===== src/hdl/mlpq_pkg.sv =====
`timescale 1ns / 1ps
package mlpq_pkg;

	localparam int PRIO_W       = 16;
	localparam int HANDLE_W     = 16;
	localparam int LIU_W        = 4;
	localparam int LEVEL_OUT_W  = 3;
	localparam int MUL_W        = PRIO_W + LIU_W;
	localparam int CFG_IDX_W    = 2;
	localparam int CFG_DATA_W   = 16;

	localparam int NUM_LEVELS_DEF  = 8;
	localparam int LEVEL_DEPTH_DEF = 16;

	localparam logic [CFG_IDX_W-1:0] CFG_MAX_PRIORITY  = 2'd0;
	localparam logic [CFG_IDX_W-1:0] CFG_LEVELS_IN_USE = 2'd1;
	localparam logic [CFG_IDX_W-1:0] CFG_STACK_MODE    = 2'd2;

	localparam logic [PRIO_W-1:0] MAX_PRIORITY_RST  = '0;
	localparam logic [LIU_W-1:0]  LEVELS_IN_USE_RST = 4'd8;

	typedef enum logic {
		CMD_ENQUEUE,
		CMD_DEQUEUE
	} command_t;

	typedef enum logic [1:0] {
		ST_ENQUEUED,
		ST_DEQUEUED,
		ST_EMPTY,
		ST_FULL
	} status_t;

	typedef struct packed {
		command_t            command;
		logic [HANDLE_W-1:0] task_handle;
		logic [PRIO_W-1:0]   task_priority;
	} item_t;

	typedef struct packed {
		status_t                status;
		logic [HANDLE_W-1:0]    out_handle;
		logic [LEVEL_OUT_W-1:0] level_used;
		logic                   was_saturated;
	} result_t;

	typedef struct packed {
		logic              start;
		logic [MUL_W-1:0]  dividend;
		logic [PRIO_W-1:0] divisor;
	} div_req_t;

	typedef struct packed {
		logic             done;
		logic [MUL_W-1:0] quotient;
	} div_rsp_t;

endpackage


===== src/hdl/mlpq_div.sv =====
`timescale 1ns / 1ps
module mlpq_div (
	input  logic              clk,
	input  logic              arst_n,
	input  mlpq_pkg::div_req_t req,
	output mlpq_pkg::div_rsp_t rsp
);
	import mlpq_pkg::*;

	localparam int CNT_W = $clog2(MUL_W + 1);

	logic [PRIO_W-1:0] rem_q;
	logic [MUL_W-1:0]  quo_q;
	logic [PRIO_W-1:0] divisor_q;
	logic [CNT_W-1:0]  cnt_q;
	logic              done_q;
	logic [PRIO_W:0]   shifted;
	logic              take;
	logic [PRIO_W:0]   diff;

	assign shifted = {rem_q, quo_q[MUL_W-1]};
	assign take    = shifted >= {1'b0, divisor_q};
	assign diff    = shifted - {1'b0, divisor_q};

	always_ff @(posedge clk or negedge arst_n) begin
		if (!arst_n) begin
			rem_q     <= '0;
			quo_q     <= '0;
			divisor_q <= '0;
			cnt_q     <= '0;
			done_q    <= 1'b0;
		end else begin
			done_q <= !req.start && (cnt_q == CNT_W'(1));
			if (req.start) begin
				rem_q     <= '0;
				quo_q     <= req.dividend;
				divisor_q <= req.divisor;
				cnt_q     <= CNT_W'(MUL_W);
			end else if (cnt_q != '0) begin
				rem_q <= take ? diff[PRIO_W-1:0] : shifted[PRIO_W-1:0];
				quo_q <= {quo_q[MUL_W-2:0], take};
				cnt_q <= cnt_q - 1'b1;
			end
		end
	end

	assign rsp.done     = done_q;
	assign rsp.quotient = quo_q;

endmodule


===== src/hdl/multi_level_priority_queue.sv =====
`timescale 1ns / 1ps
// channel   signals                                   direction  handshake
// command   start, busy, item                         in         start && !busy
// result    result_strobe, result                     out        one-cycle strobe
// config    cfg_valid, cfg_ready, cfg_index, cfg_data in         valid && ready
//
// enqueue: MUL, then DIV on the 20-step restoring divider for the level map, then PLACE
// dequeue: one level scanned per cycle from the top level in use, then a registered read
// a new word may start in the cycle its predecessor's result is strobed
// reset clears the head pointers and fill counts; the entry memory needs no clearing
// the receiver cannot stall; results are never held off
module multi_level_priority_queue #(
	parameter int NUM_LEVELS  = mlpq_pkg::NUM_LEVELS_DEF,
	parameter int LEVEL_DEPTH = mlpq_pkg::LEVEL_DEPTH_DEF
) (
	input  logic                               clk,
	input  logic                               arst_n,
	input  logic                               start,
	output logic                               busy,
	input  mlpq_pkg::item_t                    item,
	output logic                               result_strobe,
	output mlpq_pkg::result_t                  result,
	input  logic                               cfg_valid,
	output logic                               cfg_ready,
	input  logic [mlpq_pkg::CFG_IDX_W-1:0]     cfg_index,
	input  logic [mlpq_pkg::CFG_DATA_W-1:0]    cfg_data
);
	import mlpq_pkg::*;

	localparam int LW = (NUM_LEVELS > 1) ? $clog2(NUM_LEVELS) : 1;
	localparam int HW = $clog2(LEVEL_DEPTH);
	localparam int CW = $clog2(LEVEL_DEPTH + 1);
	localparam int SW = CW + 1;
	localparam int AW = $clog2(NUM_LEVELS * LEVEL_DEPTH);
	localparam int MEM_DEPTH = NUM_LEVELS * LEVEL_DEPTH;

	typedef enum logic [2:0] {
		S_IDLE,
		S_MUL,
		S_DIV,
		S_PLACE,
		S_SCAN,
		S_FETCH,
		S_POP
	} state_t;

	state_t              state_q;
	item_t               item_q;
	result_t             result_q;
	logic                strobe_q;
	logic [LW-1:0]       lvl_q;
	logic                sat_q;
	logic [PRIO_W-1:0]   max_priority_q;
	logic [LIU_W-1:0]    levels_in_use_q;
	logic                stack_mode_q;
	logic [HW-1:0]       heads_q [NUM_LEVELS];
	logic [CW-1:0]       counts_q [NUM_LEVELS];
	logic [HANDLE_W-1:0] mem [MEM_DEPTH];
	logic [HANDLE_W-1:0] rd_q;

	logic [LIU_W-1:0]    nlev;
	logic [LIU_W-1:0]    nlev_m1;
	div_req_t            div_req;
	div_rsp_t            div_rsp;
	logic                sat_c;
	logic [HW-1:0]       cur_head;
	logic [CW-1:0]       cur_cnt;
	logic                full_c;
	logic [HW-1:0]       head_dec;
	logic [HW-1:0]       head_inc;
	logic [SW-1:0]       slot_sum;
	logic [HW-1:0]       slot_fifo;
	logic [HW-1:0]       wr_slot;
	logic                wr_en;
	logic [AW-1:0]       wr_addr;
	logic [AW-1:0]       rd_addr;

	always_comb begin
		if (levels_in_use_q == '0) begin
			nlev = LIU_W'(1);
		end else if (32'(levels_in_use_q) > 32'(NUM_LEVELS)) begin
			nlev = LIU_W'(NUM_LEVELS);
		end else begin
			nlev = levels_in_use_q;
		end
	end

	assign nlev_m1 = nlev - 1'b1;

	assign div_req.start    = (state_q == S_MUL);
	assign div_req.dividend = MUL_W'(item_q.task_priority) * MUL_W'(nlev_m1);
	assign div_req.divisor  = (max_priority_q == '0) ? PRIO_W'(1) : max_priority_q;

	mlpq_div u_div (
		.clk    (clk),
		.arst_n (arst_n),
		.req    (div_req),
		.rsp    (div_rsp)
	);

	assign sat_c     = div_rsp.quotient >= MUL_W'(nlev);
	assign cur_head  = heads_q[lvl_q];
	assign cur_cnt   = counts_q[lvl_q];
	assign full_c    = cur_cnt >= CW'(LEVEL_DEPTH);
	assign head_dec  = (cur_head == '0) ? HW'(LEVEL_DEPTH - 1) : cur_head - 1'b1;
	assign head_inc  = (cur_head == HW'(LEVEL_DEPTH - 1)) ? '0 : cur_head + 1'b1;
	assign slot_sum  = SW'(cur_head) + SW'(cur_cnt);
	assign slot_fifo = (slot_sum >= SW'(LEVEL_DEPTH)) ? HW'(slot_sum - SW'(LEVEL_DEPTH))
		: HW'(slot_sum);
	assign wr_slot   = stack_mode_q ? head_dec : slot_fifo;
	assign wr_en     = (state_q == S_PLACE) && !full_c;
	assign wr_addr   = AW'(lvl_q) * AW'(LEVEL_DEPTH) + AW'(wr_slot);
	assign rd_addr   = AW'(lvl_q) * AW'(LEVEL_DEPTH) + AW'(cur_head);

	always_ff @(posedge clk) begin
		if (wr_en) begin
			mem[wr_addr] <= item_q.task_handle;
		end
		if (state_q == S_FETCH) begin
			rd_q <= mem[rd_addr];
		end
	end

	always_ff @(posedge clk or negedge arst_n) begin
		if (!arst_n) begin
			state_q         <= S_IDLE;
			item_q          <= '0;
			result_q        <= '0;
			strobe_q        <= 1'b0;
			lvl_q           <= '0;
			sat_q           <= 1'b0;
			max_priority_q  <= MAX_PRIORITY_RST;
			levels_in_use_q <= LEVELS_IN_USE_RST;
			stack_mode_q    <= 1'b0;
			for (int i = 0; i < NUM_LEVELS; i++) begin
				heads_q[i]  <= '0;
				counts_q[i] <= '0;
			end
		end else begin
			if (cfg_valid) begin
				case (cfg_index)
					CFG_MAX_PRIORITY:  max_priority_q  <= cfg_data[PRIO_W-1:0];
					CFG_LEVELS_IN_USE: levels_in_use_q <= cfg_data[LIU_W-1:0];
					CFG_STACK_MODE:    stack_mode_q    <= cfg_data[0];
					default: ;
				endcase
			end
			case (state_q)
				S_IDLE: begin
					strobe_q <= 1'b0;
					if (start) begin
						item_q <= item;
						if (item.command == CMD_DEQUEUE) begin
							lvl_q   <= LW'(nlev_m1);
							state_q <= S_SCAN;
						end else begin
							state_q <= S_MUL;
						end
					end
				end
				S_MUL: begin
					state_q <= S_DIV;
				end
				S_DIV: begin
					if (div_rsp.done) begin
						lvl_q   <= sat_c ? LW'(nlev_m1) : LW'(div_rsp.quotient);
						sat_q   <= sat_c;
						state_q <= S_PLACE;
					end
				end
				S_PLACE: begin
					result_q.status        <= full_c ? ST_FULL : ST_ENQUEUED;
					result_q.out_handle    <= '0;
					result_q.level_used    <= LEVEL_OUT_W'(lvl_q);
					result_q.was_saturated <= sat_q;
					strobe_q               <= 1'b1;
					if (!full_c) begin
						counts_q[lvl_q] <= cur_cnt + 1'b1;
						if (stack_mode_q) begin
							heads_q[lvl_q] <= head_dec;
						end
					end
					state_q <= S_IDLE;
				end
				S_SCAN: begin
					if (cur_cnt != '0) begin
						state_q <= S_FETCH;
					end else if (lvl_q == '0) begin
						result_q.status        <= ST_EMPTY;
						result_q.out_handle    <= '0;
						result_q.level_used    <= '0;
						result_q.was_saturated <= 1'b0;
						strobe_q               <= 1'b1;
						state_q                <= S_IDLE;
					end else begin
						lvl_q <= lvl_q - 1'b1;
					end
				end
				S_FETCH: begin
					state_q <= S_POP;
				end
				S_POP: begin
					result_q.status        <= ST_DEQUEUED;
					result_q.out_handle    <= rd_q;
					result_q.level_used    <= LEVEL_OUT_W'(lvl_q);
					result_q.was_saturated <= 1'b0;
					strobe_q               <= 1'b1;
					heads_q[lvl_q]         <= head_inc;
					counts_q[lvl_q]        <= cur_cnt - 1'b1;
					state_q                <= S_IDLE;
				end
				default: begin
					state_q <= S_IDLE;
				end
			endcase
		end
	end

	assign busy          = (state_q != S_IDLE);
	assign cfg_ready     = 1'b1;
	assign result_strobe = strobe_q;
	assign result        = result_q;

	a_strobe_when_idle: assert property (@(posedge clk) disable iff (!arst_n)
		result_strobe |-> !busy)
		else $error("result strobed while a word is still in progress");

	a_accept_goes_busy: assert property (@(posedge clk) disable iff (!arst_n)
		start && !busy |=> busy)
		else $error("accepted word did not occupy the sequencer");

	a_count_bounded: assert property (@(posedge clk) disable iff (!arst_n)
		32'(counts_q[lvl_q]) <= 32'(LEVEL_DEPTH))
		else $error("level fill count beyond level depth");

	a_level_in_range: assert property (@(posedge clk) disable iff (!arst_n)
		(state_q == S_PLACE) |-> (32'(lvl_q) < 32'(nlev)))
		else $error("enqueue level outside the levels in use");

endmodule


===== config.mk =====
export PLATFORM = sky130hd
export DESIGN_NAME = multi_level_priority_queue
export DESIGN_NICKNAME = d
export VERILOG_FILES = /design/src/hdl/mlpq_pkg.sv /design/src/hdl/mlpq_div.sv /design/src/hdl/multi_level_priority_queue.sv
export SDC_FILE = /design/constraint.sdc
export NUM_CORES = 2
export LEC_CHECK = 0
export ABC_AREA = 1
export BUFFER_PORTS_ARGS = -buffer_cell sky130_fd_sc_hd__buf_2
export CAP_MARGIN = 25
export CORE_MARGIN = 1
export CORE_UTILIZATION = 55
export DETAILED_ROUTE_END_ITERATION = 12
export GPL_ROUTABILITY_DRIVEN = 1
export PLACE_DENSITY = 0.76
export SLEW_MARGIN = 20
export SYNTH_ARGS = -nofsm -noshare
export SYNTH_HDL_FRONTEND = slang
export SYNTH_SLANG_ARGS = --single-unit

===== constraint.sdc =====
create_clock -name clk -period 8.2 [get_ports clk]
set_input_delay 0 -clock clk [delete_from_list [all_inputs] [get_ports clk]]
set_output_delay 0 -clock clk [all_outputs]
set_load 0.01 [all_outputs]

* Word level (Yosys, flattened, before mapping) *
Memory sizes are Yosys's and may differ from the RTL's. A register that Yosys moved wholly into a read port is not among the register bits.
Index checks and enable logic that the tools add are counted.

word-level totals
  bits in registers = 213
  output and inout port bits = 25
  input bits = 55
  bits in writable memories = 2048
  memories = 1

memories
  name  depth  width  read ports  clocked after memory_dff  wr ports  line                              text
  mem   128    16     1           1                         1         multi_level_priority_queue.sv:58  logic [HANDLE_W-1:0] mem [MEM_DEPTH];

operators by class
  order comparisons = 7
  reduce and logical (&&, ||, !) cells = 31
  eq/ne operators = 19
  muxes and demuxes = 55
  multiply operators = 1
  add/sub/neg operators = 12
  bitwise logic cells = 1

operators by type and width
  cell                                              count
  40-bit bitwise mux                                2
  40-bit one-hot mux with 2 select lines            1
  22-bit one-hot mux with 3 select lines            1
  32-bit bitwise mux                                2
  16-bit 2-to-1 mux                                 4
  32-bit 2-to-1 mux                                 2
  32-bit one-hot mux with 2 select lines            1
  22-bit 2-to-1 mux                                 2
  20-bit 2-to-1 mux                                 2
  40-bit 2-to-1 mux                                 1
  4-bit 2-to-1 mux                                  9
  3-bit 2-to-1 mux                                  11
  5-bit 2-to-1 mux                                  5
  20-bit by 4-bit >= comparator with 1-bit output   1
  16-bit by 4-bit multiplier with 20-bit output     1
  17-bit by 16-bit >= comparator with 1-bit output  1
  16-bit logical NOT                                1
  16-bit subtractor                                 1
  5-bit binary-select mux with 3-bit select         1
  5-bit demux with 3-bit select                     1
  3-bit one-hot mux with 5 select lines             1
  7-bit by 4-bit adder with 7-bit output            2
  2-bit inequality test, second input constant      7
  4-bit binary-select mux with 3-bit select         1
  other kinds (38)                                  65

* Logic depth before layout (Yosys ltp) *
  depth in word-level cells = 10
  gate-level depth with buffers = 26
  mapped depth without buffers = 25

* Cells and area by module *
A second synthesis with hierarchy kept.

unflattened totals
  cells, all modules = 8510
  area total of the unflattened synthesis = 95845.7 sq um

by module, submodules not included
  module                      cells each  instances  area each (sq um)
  multi_level_priority_queue  8004        1          92108.3
  mlpq_div                    506         1          3737.3

* Worst setup path after synthesis *
No wires, ideal clock.

  kind = register to register
  from = register levels_in_use_q[2]
  to = register u_div.quo_q[16]
  period minus slack after synthesis = 4.581 ns
  cell stages (with the launch flop) = 22
  data arrival time = 4.456 ns
  required time = 8.075 ns
  path slack = 3.619 ns
  path buffers = 2
  library setup time = 0.125 ns
  path through = dfrtp_1 -> nor2_1 -> nor2_1 -> nor2_1 -> clkinv_1 -> clkbuf_1 -> ha_1 -> xor2_1 -> clkbuf_1 -> nor2_1 -> fa_1 -> inv_1 -> fa_1 -> inv_1 -> ha_1 -> a21oi_1 -> o21ai_0 -> a21oi_1 -> o21ai_0 -> or2_2 -> nand3_1 -> nand3_1

on the way
  longest elaborated chain between the ends = 6
  elaborated cells between the ends (all ways) = 7
  those cells by class = 1 x add/sub; 1 x mul; 1 x order compare; 3 x mux; 1 x reduce/logical

ends and longest elaborated chain
  item                                               line                               text
  from (decl)                                        multi_level_priority_queue.sv:54   logic [LIU_W-1:0] levels_in_use_q;
  from (signal assigned)                             multi_level_priority_queue.sv:143  CFG_LEVELS_IN_USE: levels_in_use_q <= cfg_data[LIU_W-1:0];
  4-bit > comparator                                 multi_level_priority_queue.sv:81   end else if (32'(levels_in_use_q) > 32'(NUM_LEVELS)) begin
  4-bit 2-to-1 mux                                   multi_level_priority_queue.sv:81
  4-bit 2-to-1 mux (*)                               multi_level_priority_queue.sv:79   if (levels_in_use_q == '0) begin
  4-bit by 1-bit subtractor with 4-bit output (*)    multi_level_priority_queue.sv:88   assign nlev_m1 = nlev - 1'b1;
  16-bit by 4-bit multiplier with 20-bit output (*)  multi_level_priority_queue.sv:91   assign div_req.dividend = MUL_W'(item_q.task_priority) * MUL_W'(nlev_m1);
  20-bit 2-to-1 mux (*)                              mlpq_div.sv:34                     if (req.start) begin
  to (signal assigned)                               mlpq_div.sv:36                     quo_q <= req.dividend;
  to (signal assigned)                               mlpq_div.sv:41                     quo_q <= {quo_q[MUL_W-2:0], take};
  to (decl)                                          mlpq_div.sv:13                     logic [MUL_W-1:0] quo_q;

Mark *: on every way between the ends. The rest lies on a longest branch, timed or not.
A chain may end at the register's enable or synchronous reset.

* Final worst setup path *
  from = register lvl_q[0]
  to = register rd_q[14], read port of mem, data pin

on the way
  longest elaborated chain between the ends = 5

ends and longest elaborated chain
  item                                                    line                               text
  from (decl)                                             multi_level_priority_queue.sv:51   logic [LW-1:0] lvl_q;
  from (signal assigned)                                  multi_level_priority_queue.sv:154  lvl_q <= LW'(nlev_m1);
  from (signal assigned)                                  multi_level_priority_queue.sv:166  lvl_q <= sat_c ? LW'(nlev_m1) : LW'(div_rsp.quotient);
  from (signal assigned)                                  multi_level_priority_queue.sv:196  lvl_q <= lvl_q - 1'b1;
  3-bit inverter with 4-bit output (not written as such)  multi_level_priority_queue.sv:102  assign cur_head = heads_q[lvl_q];
  4-bit binary-select mux with 3-bit select               multi_level_priority_queue.sv:102
  4-bit 2-to-1 mux (not written as such) (2 in series)    multi_level_priority_queue.sv:102
  7-bit by 4-bit adder with 7-bit output (*)              multi_level_priority_queue.sv:113  assign rd_addr = AW'(lvl_q) * AW'(LEVEL_DEPTH) + AW'(cur_head);
  to (decl)                                               multi_level_priority_queue.sv:59   logic [HANDLE_W-1:0] rd_q;

Mark *: on every way between the ends. The rest lies on a longest branch, timed or not. The select of a mux whose other input is x is not followed.

==> metrics <==
status finished, violations left; failing checks design-rule violations; core area 172000 um2; Tightest Hold Check Type input pin to register; CP Max Fanout 184; drt initial violations 10500; Setup Skew 0.0554 ns; CP max stage delay 0.89 ns; Synth Register Bits 2277; post-synthesis compound-gate area fraction under 10%; Vias 67200; most used cell along the critical path nand2_1; per-cell routed wire length 24.5 um; FFs w/ async S/R, synth 9.35%; Clk Latency, worst-skew pair 0.89 ns; endpoint class of the critical path register; mux cell area share after synthesis less than 1%; setup_tns 0 ns; Mapped Cells approximately 8400; Post-route DRC 6; Seq/Total Area, Yosys approximately 71%; Avg Cell Area, Syn 11.4 um2; Top delay family on crit path buffers and inverters; Starting Density a little under three fifths; number of global-route vias before repair 64800; Final nets 8665; Buf/Inv on CP 3; Slew Limit Headroom about 15%; CTS tree done; worst-margin pin slew 1.28 ns; Post-Synth XOR/XNOR Area 0.239%; DIE AREA 175000 um2; Netlist cell types 57; drt pass-1 iters 11; final setup margin about 2 ns; final RePlAce weighted congestion between 0.9 and 1; GRT Total Usage 30.5%; initial antenna violation count 8; Clock Tree Buf Depth 3; RSZ-0062 raised after global routing no; crit path time final about 6 ns; post-placement setup slack 2.10 ns; Synthesis Warnings 0; CP Cell Sequence buf_4 > nand2_1 > nand2_1 > nand2_1 > nand2_1 > nand2_1 > nand2_4 > buf_12 > buf_4 > nand3_1 > nand3_1 > nand3_1 > nand3_1 > nand2_1 > a21oi_1 > nand2_1; root buffer cell clkbuf_16; Final Hold Fails 0; largest family of logic cells by synthesized area simple AND/OR/NAND/NOR gates; Layout area overhead 11.9%; Setup CP Type register to register; Final Cycle Share about three quarters; setup violators final 0; worst reg2reg setup slack 2.04 ns; Worst path slowest cell buf_4; Post-synth EDFFs 2064; crit path DAT 6.76 ns; Setup Fix Bufs, Post-CTS 0; MaxCap Viol Count 0; clock slew at reported path FFs ~0.060 ns; routed vias/inst 6.10; Routed Antenna Nets 0; Synth Area in Adders 1.40%; row count 152; Hold Buf Count CTS 106; Synth Cell Area ~95000 um2; # resized after CTS 0; FMAX roughly 0.16 GHz; pin count of the biggest net entering global routing 211; Req. time, crit path just under 9 ns; clock sink count 2277; CTS Buf Count about 220; I/O pin count 80; critical path launch point type register; H-tree depth 4; die height 418 um; total grt overflow 0; IO buf count between 70 and 80; ys flop type edfxtp_1; share of cells above drive strength 1 8.26%; first-pass GRT wire length 400000 um; die span in x 418 um; WL final 269000 um; Final Slew Violations 0; dpl hpwl between 150000 and 200000 um; simple-gate portion of the synthesized area 22.5%
[cell usage in the layout (no fill, tap or decap), drive strengths merged, types with 30 or more instances in the layout]
master / n
nand2: 2679
dlygate4sd3: 105
nand3: 1988
clkbuf: 254
clkinv: 108
buf: 285
fa: 30
a21oi: 74
nor2: 259
dfrtp: 212
ha: 59
o21ai: 135
edfxtp: 2064
inv: 251
[state kept, by name, summed over array words and instances (netlist names), 3 cells and up, named ones only]
signal           flops
max_priority_q      16
u_div.quo_q         20
u_div.rem_q         16
mem               2048
u_div.cnt_q          5
lvl_q                3
levels_in_use_q      4
counts_q            32
heads_q             32
state_q              3
rd_q                16
u_div.divisor_q     16
result              22
item_q              32
[routing by layer]
layer | vias to the layer above | wire (um) | track usage [%]
li1 | 29500 | - | -
met1 | 32300 | 96400 | 40.2
met2 | 4460 | 124000 | 47.2
met3 | 885 | 30800 | 6.19
met4 | 4 | 18000 | 18.0
met5 | - | 50 | 0
[worst reg2reg max path: stages, from the launching register on]
cell and delay, ns:
dfrtp_4 0.55, buf_4 0.78, nand2_1 0.11, nand2_1 0.11, nand2_1 0.06, nand2_1 0.08
nand2_1 0.09, nand2_4 0.47, buf_12 0.74, buf_4 1.03, nand3_1 0.20, nand3_1 0.17
nand3_1 0.33, nand3_1 0.24, nand2_1 0.18, a21oi_1 0.65, nand2_1 0.12
[logic make-up after synthesis]
family | count (synthesis)
AOI/OAI and AO/OA | 271
xor gates and xnor gates | 26
adders and majority gates | 89
buffers and inverters | 734
DFF | 2277
muxes | 28
other | 2
and+or+nand+nor | 4959
[through the flow]
stage	cell area, um2	instances	util (%)	hold WS [ns]
after floorplan	95400	8401	-	-0.296
after CTS	107000	11000	62.0	0.00302
after global placement	98200	10500	57.1	0.0445
after detailed placement	98300	10500	57.2	0.0473
after global routing	107000	11000	62.1	0.0692
final	107000	11000	62.1	0.0789
[layout make-up]
type / instances / area [um2]
flip-flops and latches: 2277 / 67400
fillers: 12700 / 65200
inverters: 247 / 950
well taps: 2310 / 2890
clock inverters: 146 / 1700
repair buffers: 390 / 3290
diodes: 2 / 5.00
multi-input cells: 5390 / 25000
clock buffers: 254 / 5540
[synthesized netlist by cell type (all sizes together), types with 6 or more instances]
master | instances | share of area (%)
nor2 | 259 | 1.1
nor3 | 6 | 0.031
a211oi | 6 | 0.047
dfrtp | 212 | 5.6
clkbuf | 175 | 0.69
or2 | 7 | 0.046
xnor2 | 12 | 0.11
o221ai | 12 | 0.11
nand4 | 10 | 0.088
a31oi | 8 | 0.052
xor2 | 14 | 0.13
nand2 | 2679 | 11
a21oi | 74 | 0.40
fa | 30 | 0.63
o211ai | 12 | 0.10
mux2 | 28 | 0.33
o21ai | 135 | 0.71
inv | 243 | 0.96
edfxtp | 2064 | 65
buf | 312 | 1.6
nand3 | 1988 | 11
ha | 59 | 0.77
[path summary, 6_finish.rpt]
kind	from	endpoint	cells past startpoint
min in group asynchronous	arst_n	u_div.divisor_q[5]	4
min	cfg_index[1]	stack_mode_q	4
max reg2reg	lvl_q[0]	rd_q[14]	16
max	lvl_q[0]	rd_q[14]	16
max in group asynchronous	arst_n	lvl_q[0]	4
min reg2reg	result[6]	result[6]	2
Power is not shown: default switching activity piles up to over one toggle a cycle in this logic, so the estimate is an artifact.
